<file path="config.mk">
export PLATFORM = sky130hd
export DESIGN_NAME = counting_semaphore_wait_queue
export DESIGN_NICKNAME = d
export VERILOG_FILES = /design/src/rtl/csw_pkg.sv /design/src/rtl/csw_ctrl.sv /design/src/rtl/csw_dp.sv /design/src/rtl/counting_semaphore_wait_queue.sv
export SDC_FILE = /design/constraint.sdc
export NUM_CORES = 1
export LEC_CHECK = 0
export BUFFER_PORTS_ARGS = -buffer_cell sky130_fd_sc_hd__buf_2
export CELL_PAD_IN_SITES_DETAIL_PLACEMENT = 0
export CELL_PAD_IN_SITES_GLOBAL_PLACEMENT = 1
export CORE_MARGIN = 2
export CORE_UTILIZATION = 36
export CTS_CLUSTER_DIAMETER = 40
export DETAILED_ROUTE_END_ITERATION = 10
export PLACE_DENSITY_LB_ADDON = 0.1
export SETUP_SLACK_MARGIN = 0.2
export SKIP_CTS_REPAIR_TIMING = 1
export SLEW_MARGIN = 25
export SYNTH_ARGS = -nofsm -noshare
export SYNTH_HDL_FRONTEND = slang
export SYNTH_SLANG_ARGS = --single-unit
</file>
<file path="constraint.sdc">
create_clock -name clk -period 8.6 [get_ports clk]
set_input_delay 0.86 -clock clk [delete_from_list [all_inputs] [get_ports clk]]
set_output_delay 0.86 -clock clk [all_outputs]
set_load 0.05 [all_outputs]
</file>
<file path="src/rtl/csw_pkg.sv">
// Shared constants, codes and types for the counting semaphore wait queue.
package csw_pkg;

  // Wait queue geometry
  localparam int QUEUE_DEPTH = 16;
  localparam int PID_BITS    = 8;
  localparam int PTR_W       = (QUEUE_DEPTH > 1) ? $clog2(QUEUE_DEPTH) : 1;
  localparam int OCC_W       = $clog2(QUEUE_DEPTH + 1);

  // Field widths on the ports
  localparam int PID_IN_W  = 8;
  localparam int CFG_W     = 8;
  localparam int COUNT_W   = 9;
  localparam int STATUS_W  = 2;
  localparam int OUT_W     = 24;

  // Count limits
  localparam logic signed [COUNT_W-1:0] COUNT_MAX   = 9'sd255;
  localparam logic [CFG_W-1:0]          COUNT_RESET = 8'd1;

  // Request kinds
  localparam logic REQ_DOWN = 1'b0;
  localparam logic REQ_UP   = 1'b1;

  // Status codes
  localparam logic [STATUS_W-1:0] STATUS_OK   = 2'd0;
  localparam logic [STATUS_W-1:0] STATUS_FULL = 2'd1;
  localparam logic [STATUS_W-1:0] STATUS_SAT  = 2'd2;

  // Commands from the controller to the datapath
  typedef struct packed {
    logic take;      // an item is accepted this cycle
    logic load_cfg;  // reload the count from the config write
  } csw_cmd_t;

  // One result item
  typedef struct packed {
    logic signed [COUNT_W-1:0]  count_now;
    logic [STATUS_W-1:0]        status;
    logic [PID_IN_W-1:0]        woken_id;
    logic                       woken_valid;
    logic                       blocked;
    logic                       granted;
  } csw_result_t;

endpackage

</file>
<file path="src/rtl/csw_ctrl.sv">
// Controller: handshake state machine for the input, output and config channels.
module csw_ctrl import csw_pkg::*; (
  input  logic     clk,
  input  logic     rst,
  input  logic     s_tvalid,
  output logic     s_tready,
  output logic     m_tvalid,
  input  logic     m_tready,
  input  logic     cfg_valid,
  output logic     cfg_ready,
  output csw_cmd_t cmd
);

  localparam logic ST_EMPTY = 1'b0;
  localparam logic ST_HOLD  = 1'b1;

  logic state;
  logic state_next;

  // Output register empty or draining this cycle lets a new item in
  assign s_tready  = (state == ST_EMPTY) || m_tready;
  assign m_tvalid  = (state == ST_HOLD);
  // Config only with nothing held and no item offered
  assign cfg_ready = (state == ST_EMPTY) && !s_tvalid;

  assign cmd.take     = s_tvalid && s_tready;
  assign cmd.load_cfg = cfg_valid && cfg_ready;

  // Next state
  always_comb begin
    priority if (cmd.take) begin
      state_next = ST_HOLD;
    end else if (m_tready) begin
      state_next = ST_EMPTY;
    end else begin
      state_next = state;
    end
  end

  always_ff @(posedge clk) begin
    if (rst) begin
      state <= ST_EMPTY;
    end else begin
      state <= state_next;
    end
  end

endmodule

</file>
<file path="src/rtl/csw_dp.sv">
// Datapath: semaphore count, ring buffer of waiting IDs and result register.
module csw_dp import csw_pkg::*; (
  input  logic               clk,
  input  logic               rst,
  input  csw_cmd_t           cmd,
  input  logic               req_type,
  input  logic [PID_IN_W-1:0] process_id,
  input  logic [CFG_W-1:0]   initial_count,
  output csw_result_t        result
);

  logic signed [COUNT_W-1:0] sem_count;
  logic signed [COUNT_W-1:0] sem_count_next;
  logic [PTR_W-1:0]          head_ptr;
  logic [PTR_W-1:0]          tail_ptr;
  logic [OCC_W-1:0]          occupancy;
  logic [PID_BITS-1:0]       wait_store [QUEUE_DEPTH];

  logic        push;
  logic        pop;
  logic        q_full;
  logic        q_empty;
  csw_result_t res_next;

  assign q_full  = (occupancy == OCC_W'(QUEUE_DEPTH));
  assign q_empty = (occupancy == '0);

  // Request decode
  always_comb begin
    push           = 1'b0;
    pop            = 1'b0;
    sem_count_next = sem_count;
    res_next       = '0;
    unique case (req_type)
      REQ_DOWN: begin
        if (sem_count > 9'sd0) begin
          sem_count_next   = sem_count - 9'sd1;
          res_next.granted = 1'b1;
        end else if (q_full) begin
          res_next.status = STATUS_FULL;
        end else begin
          sem_count_next   = sem_count - 9'sd1;
          push             = 1'b1;
          res_next.blocked = 1'b1;
        end
      end
      REQ_UP: begin
        if (sem_count >= COUNT_MAX) begin
          res_next.status = STATUS_SAT;
        end else begin
          sem_count_next = sem_count + 9'sd1;
          // count still at or below zero after the raise
          if (sem_count[COUNT_W-1] && !q_empty) begin
            pop                  = 1'b1;
            res_next.woken_valid = 1'b1;
            res_next.woken_id    = PID_IN_W'(wait_store[head_ptr]);
          end
        end
      end
      default: ;
    endcase
    res_next.count_now = sem_count_next;
  end

  // Count and queue control state
  always_ff @(posedge clk) begin
    if (rst) begin
      sem_count <= COUNT_W'(COUNT_RESET);
      head_ptr  <= '0;
      tail_ptr  <= '0;
      occupancy <= '0;
    end else begin
      if (cmd.load_cfg) begin
        sem_count <= COUNT_W'(initial_count);
      end else if (cmd.take) begin
        sem_count <= sem_count_next;
      end
      if (cmd.take && push) begin
        tail_ptr <= (tail_ptr == PTR_W'(QUEUE_DEPTH - 1)) ? '0 : tail_ptr + 1'b1;
      end
      if (cmd.take && pop) begin
        head_ptr <= (head_ptr == PTR_W'(QUEUE_DEPTH - 1)) ? '0 : head_ptr + 1'b1;
      end
      if (cmd.take && push) begin
        occupancy <= occupancy + 1'b1;
      end else if (cmd.take && pop) begin
        occupancy <= occupancy - 1'b1;
      end
    end
  end

  // ID store and result register
  always_ff @(posedge clk) begin
    if (cmd.take && push) begin
      wait_store[tail_ptr] <= process_id[PID_BITS-1:0];
    end
    if (cmd.take) begin
      result <= res_next;
    end
  end

endmodule

</file>
<file path="src/rtl/counting_semaphore_wait_queue.sv">
// Top level: counting semaphore with a FIFO queue of waiting process IDs.
//
//  channel  | direction | handshake            | payload
//  ---------+-----------+----------------------+----------------------------------
//  s_       | in        | s_tvalid / s_tready  | tuser req_type, tdata process_id
//  m_       | out       | m_tvalid / m_tready  | tdata result fields, see port
//  cfg_     | in        | cfg_valid / cfg_ready| cfg_data initial_count
//
// One item per cycle: the result is computed in the accept cycle and held in the
// output register; the next item enters in the cycle that register drains.
// m_tvalid rises in the cycle after an item is accepted.
// Reset sets the count to 1 and empties the queue; queue entries are not cleared.
// Config writes are taken only while the output register is empty and no input
// item is offered.
module counting_semaphore_wait_queue import csw_pkg::*; (
  input  logic                clk,
  input  logic                rst,
  input  logic                s_tvalid,
  output logic                s_tready,
  input  logic                s_tuser,   // [0] req_type
  input  logic [PID_IN_W-1:0] s_tdata,   // [7:0] process_id
  output logic                m_tvalid,
  input  logic                m_tready,
  // [0] granted, [1] blocked, [2] woken_valid, [10:3] woken_id,
  // [12:11] status, [21:13] count_now, [23:22] zero
  output logic [OUT_W-1:0]    m_tdata,
  input  logic                cfg_valid,
  output logic                cfg_ready,
  input  logic [CFG_W-1:0]    cfg_data
);

  csw_cmd_t    cmd;
  csw_result_t result;

  csw_ctrl u_ctrl (
    .clk       (clk),
    .rst       (rst),
    .s_tvalid  (s_tvalid),
    .s_tready  (s_tready),
    .m_tvalid  (m_tvalid),
    .m_tready  (m_tready),
    .cfg_valid (cfg_valid),
    .cfg_ready (cfg_ready),
    .cmd       (cmd)
  );

  csw_dp u_dp (
    .clk           (clk),
    .rst           (rst),
    .cmd           (cmd),
    .req_type      (s_tuser),
    .process_id    (s_tdata),
    .initial_count (cfg_data),
    .result        (result)
  );

  assign m_tdata = {2'b00, result};

  // A down is never both granted and queued
  a_grant_block_excl: assert property (@(posedge clk) disable iff (rst)
    m_tvalid |-> !(m_tdata[0] && m_tdata[1]))
    else $error("granted and blocked both set");

  // A woken process implies the count is still at or below zero
  a_wake_nonpos: assert property (@(posedge clk) disable iff (rst)
    (m_tvalid && m_tdata[2]) |-> (m_tdata[21] || (m_tdata[21:13] == 9'd0)))
    else $error("wake with positive count");

  // A refused request changes nothing and reports nothing else
  a_refused_quiet: assert property (@(posedge clk) disable iff (rst)
    (m_tvalid && (m_tdata[12:11] != STATUS_OK)) |-> (m_tdata[2:0] == 3'b000))
    else $error("refused request reported grant, block or wake");

  // Input side open while a result is held means it drains this cycle
  a_ready_drain: assert property (@(posedge clk) disable iff (rst)
    (s_tready && m_tvalid) |-> m_tready)
    else $error("new item accepted over an undelivered result");

endmodule
</file>
# Word level (Yosys, flattened, before mapping)
# Memory sizes are Yosys's and may differ from the RTL's. A register that Yosys moved wholly into a read port is not among the register bits.
# Cells that the tools add are included.
dict set report op_classes {
  n_addsub 6
  mul 0
  div_mod_pow 0
  n_lt_le_gt_ge 2
  n_eq_ne 3
  n_shift 0
  muxes 26
  n_bitwise 3
  n_reduce_logical 16
}
# cell n
set ops {}
lappend ops {{9-bit 2-to-1 mux} 3}
lappend ops {{9-bit case mux with 2 select lines} 1}
lappend ops {{8-bit 2-to-1 mux} 2}
lappend ops {{1-bit 2-to-1 mux} 13}
lappend ops {{5-bit 2-to-1 mux} 2}
lappend ops {{9-bit by 2-bit adder with 9-bit output, second input constant} 1}
lappend ops {{9-bit greater-or-equal comparator, second input constant} 1}
lappend ops {{9-bit by 1-bit greater-than comparator with 1-bit output, second input constant} 1}
lappend ops {{9-bit by 2-bit subtractor with 9-bit output, second input constant} 1}
lappend ops {{4-bit by 1-bit adder with 4-bit output, second input constant} 2}
lappend ops {{4-bit == test, second input constant} 2}
lappend ops {{4-bit 2-to-1 mux} 2}
lappend ops {{1-bit logical AND} 6}
lappend ops {{2-bit nonzero test} 3}
lappend ops {{5-bit by 1-bit adder with 5-bit output, second input constant} 1}
lappend ops {{5-bit == test, second input constant} 1}
lappend ops {{5-bit zero test} 1}
lappend ops {{5-bit by 1-bit subtractor with 5-bit output, second input constant} 1}
lappend ops {{2-bit 2-to-1 mux} 2}
lappend ops {{2-bit case mux with 2 select lines} 1}
lappend ops {{2-bit OR reduction} 2}
lappend ops {{1-bit NOT} 3}
lappend ops {{3-bit OR reduction} 1}
lappend ops {{1-bit zero test} 2}
lappend ops {{1-bit logical OR} 1}
dict set report word_totals {
  regBits 37
  latchBits 0
  ramBits 128
  romBits 0
  input_bits 22
  output_inout_bits 27
  wordCells 68
  n_memories 1
}
# memory depth word_bits read_ports rd_clocked_by_memory_dff wr line
set mem_list {}
lappend mem_list {u_dp.wait_store 16 8 1 1 1 csw_dp.sv:17} ;# logic [PID_BITS-1:0] wait_store [QUEUE_DEPTH];

# Longest topological paths before layout
dict set report depth {
  ltp_word 9
  mapped_depth 13
  depth_no_buf 11
}

# Hierarchy
# From an unflattened synthesis, not the netlist that was laid out.
dict set report unflattened {
  cells_unflattened 511
  area_unflattened_um2 7763.7
}
# mod instances cells_per_inst area_each_um2 seq_area_each_um2
set modules_own_cells {}
lappend modules_own_cells {csw_dp 1 500 7669.9 4944.7}
lappend modules_own_cells {csw_ctrl 1 8 75.1 20.0}
lappend modules_own_cells {counting_semaphore_wait_queue 1 3 18.8 0.0}

# Worst setup path after synthesis
# OpenSTA, ideal clock, no wires.
dict set report synth_timing {
  path_kind {input-to-reg}
  start {in m_tready}
  end {reg u_dp.occupancy[4]}
  setup_time_ns 0.128
  arrival_time_ns 3.398
  required_ns 8.472
  path_slack_ns 5.074
  path_stages 11
  path_buffers 1
  path_cell_list {nand2b_1 nand2_1 nor4_4 buf_2 inv_1 fa_1 a21o_1 a21oi_1 mux2i_1 xor2_1 nor2_1}
}
dict set report synth_via {
  elab_chain_len 4
  elab_cells_between_ends 6
  cone_classes {mux (1); reduce/logical (5)}
}
# element line
set synth_lines {}
lappend synth_lines {{start: declaration} counting_semaphore_wait_queue.sv:23} ;# input logic m_tready,
lappend synth_lines {{1-bit logical OR *} csw_ctrl.sv:21} ;# assign s_tready = (state == ST_EMPTY) || m_tready;
lappend synth_lines {{1-bit logical AND *} csw_ctrl.sv:26} ;# assign cmd.take = s_tvalid && s_tready;
lappend synth_lines {{1-bit logical AND (on tied branches)} {csw_dp.sv:84, csw_dp.sv:86}}
lappend synth_lines {{5-bit 2-to-1 mux / 2-bit nonzero test (equally long branches)} n/a}
lappend synth_lines {{end signal: assignment} csw_dp.sv:85} ;# occupancy <= occupancy + 1'b1;
lappend synth_lines {{end signal: assignment} csw_dp.sv:87} ;# occupancy <= occupancy - 1'b1;
lappend synth_lines {{end: declaration} csw_dp.sv:16} ;# logic [OCC_W-1:0] occupancy;
# Every way passes the cells marked *; elsewhere a longest branch is shown, timed or not.
# A chain may end at the register's enable or synchronous reset.

# Worst setup path after layout
# Ends and elaborated chain as after synthesis.

==> summary.txt <==
Run status
  – Status: complete, no violations

Floorplan
  – Die width: 150 µm
  – Initial Util: 36.6%
  – Std-Cell Rows: 53
  – Top Ports: 49
  – Core area: 0.0210 mm²
  – DIE AREA: 0.0225 mm²
  – Die height: 150 µm

Yosys
  – Simple-gate share of the synthesized area: ~9.7%
  – Register area share after synthesis: 64.6%
  – Ranking of synthesized cells by area: edfxtp_1 59%, mux4_2 12%, dfxtp_1 6.0%
  – Post-synthesis compound-gate area fraction: 6.27%
  – Post-Synthesis Cells: between 400 and 500
  – Synthesized area: a little under 0.008 mm²
  – Avg Inst Size Synth: 15.6 µm²
  – XOR/XNOR share of the synthesized area: 1.82%
  – Synth cell types: 66
  – Post-synthesis mux area share: 12.6%
  – Fraction of registers with async set/reset: 0%
  – Post-synth EDFFs: 150
  – Area leader, netlist: edfxtp_1
  – Register bit total from synthesis: 173
  – Adder-cell share of the synthesized area: 2.38%
  – Post-synth top flop: edfxtp_1
  – Yosys warns: 0
  – Top cell type's share of synthesized area: 58.6%
  – Largest family of logic cells by synthesized area: multiplexers

Routing
  – Drt wl/cell: 21.1 µm
  – Detailed Routing Iterations Pass 1: 4
  – 1st-iter DRT viols: 293
  – Via count: roughly 4400
  – Avg Vias per Cell: 5.35
  – Final ANT Viol Nets: 0
  – Number of remaining DRC errors: 0
  – Wirelength, routed: 17300 µm

Setup path
  – Worst setup EP type: flop
  – Crit. Startpoint: m_tready
  – Req. time, crit path: 8.89 ns
  – RR Endpoint: u_dp.occupancy[4]
  – Startpoint types: input port
  – Cell count of the worst reg-to-reg path: 10
  – FF-to-FF setup slack: 5.21 ns
  – R2R Path Start: u_dp.sem_count[2]
  – Crit Path Category: in -> reg
  – WP data arrival: 3.77 ns
  – Worst Path Max Fanout: 14

Timing
  – Fin crit period: 3.48 ns
  – Clk_skew: 0.00915 ns
  – Final Hold Fails: 0
  – Slew @ Worst Pin: 1.01 ns
  – Setup TNS: 0 ns
  – RSZ-0062 raised after global routing: no
  – Final setup fails: 0
  – Final Max Tran Viols: 0
  – Min Hold Slack: ~0.5 ns
  – Worst-case headroom to the max-slew limit: 32.2%
  – Fin crit share: about two fifths
  – Maximum clock rate: 287 MHz

Global route
  – Routing usage on met2: between 20% and 30%
  – Met1 Usage GRT: 24.6%
  – Met3 Use GR: 4.21%
  – Most Crowded Layer GR: met1
  – Remaining Overflow, GRT: 0
  – Largest net degree at the start of global routing: 38
  – Global-route wire length before repair: between 20000 and 30000 µm
  – GRT Overall Usage: 16.5%
  – Vias in the first global route: 4409
  – Initial antenna violation count: 0

Place
  – Hpwl dp: 11600 µm
  – Number of port buffers: 46
  – GPL Wtd Cong: a little under 0.8

Hold path
  – Worst hold stages: 2
  – Worst Hold End: u_dp.occupancy[3]
  – HP Class: reg -> reg
  – Hold_sp: u_dp.occupancy[3]

Final layout
  – Commonest cells after routing, fill and taps aside: 150 x edfxtp_1, 46 x buf_2, 40 x mux4_2
  – ANT cells: 0
  – Area growth from synthesis to layout: 13.7%
  – Share of layout cells above drive strength 1: 26.4%
  – Most common cell after layout, fill and taps aside: edfxtp_1
  – Final nets: roughly 570
  – Fillers: 1915

Clocking
  – TritonCTS Buffers: 17
  – H-Tree Depth: 4
  – Clock sink count: 173
  – CTS root buffer: clkbuf_16
  – Worst-Skew Late Latency: 0.43 ns
  – Worst-path clk slew: around 0.070 ns
  – Maximum root-to-sink buffer count: 2
  – TritonCTS clock tree: done

Power
  – P per Cell Area: 212 mW/mm²
  – Worst vdd ir: 0.139 mV
  – Tot Pwr: 1.85 mW
  – Pleak: 2.86 nW

Flow run
  – Max_cap viols: 0
[critical path, cell delays in order]
cell,delay (ns)
buf_2,0.07
nand2b_1,0.15
nand2_1,0.38
nor4_4,0.77
inv_1,0.25
fa_1,0.48
a21o_1,0.18
a21oi_1,0.18
mux2i_1,0.24
xor2_1,0.16
nor2_1,0.05
[logic make-up after synthesis]
group,count (synthesis)
AND/OR/NAND/NOR,133
other,1
buffers and inverters,44
XOR/XNOR,16
flip-flops,173
multiplexers,47
adder cells (fa/ha/maj),14
AO/OA/AOI/OAI,66
[synth_stat cells, drive strengths merged (8+ instances only)]
cell type,n
edfxtp,150
mux4,40
nor2,34
nand2,24
dfxtp,23
nor3,19
buf,18
a21oi,16
nor2b,14
clkbuf,13
ha,13
inv,12
o21ai,10
xnor2,9
and3,8
nand3,8
[report_power, final]
group          switching, mW  internal [mW]
registers             0.0169          0.928
clock network          0.346          0.412
logic                  0.102         0.0441
total                  0.464           1.38
[worst max-delay path by stage]
stage	end	slack, ns	cells past startpoint
2_1_floorplan	u_dp.occupancy[4]	5.07	11
3_3_place_gp	u_dp.wait_store[2][2]	4.72	6
3_5_place_dp	u_dp.wait_store[3][6]	4.70	6
4_1_cts	u_dp.wait_store[3][5]	5.15	6
5_1_grt	u_dp.occupancy[4]	4.86	11
6_report	u_dp.occupancy[4]	5.12	11
[per-layer routing]
metal	up-vias	part of all wire, %
li1	2013	-
met2	106	45
met5	-	0
met4	0	1.1
met3	16	4.5
met1	2261	50
[through the flow]
step,instances,utilization [%],cell area [µm²],setup slack (ns)
finish,821,41.6,8740,5.12
CTS,821,41.5,8730,5.15
global placement,789,38.7,8150,4.72
global route,821,41.6,8740,4.86
floorplan,495,-,7690,5.07
detailed placement,789,38.8,8150,4.70
[registers in the layout (all words and copies together), names as in the netlist]
name and flops:
u_dp.sem_count 9, u_dp.result 22, u_dp.wait_store 128, u_dp.tail_ptr 4, u_dp.occupancy 5, u_ctrl.m_tvalid 1
u_dp.head_ptr 4
[final cells by class]
cell class / instances / area [µm²] / share of cell area (%)
clock buffer: 18 / 429 / 4.91
sequential: 173 / 4970 / 56.8
multi-input combinational: 278 / 2540 / 29.0
inverter: 13 / 48.8 / 0.558
timing repair buffer: 50 / 260 / 2.98
tap: 275 / 344 / 3.94
clock inverter: 14 / 154 / 1.76
Power figures use the tool's default switching activity.
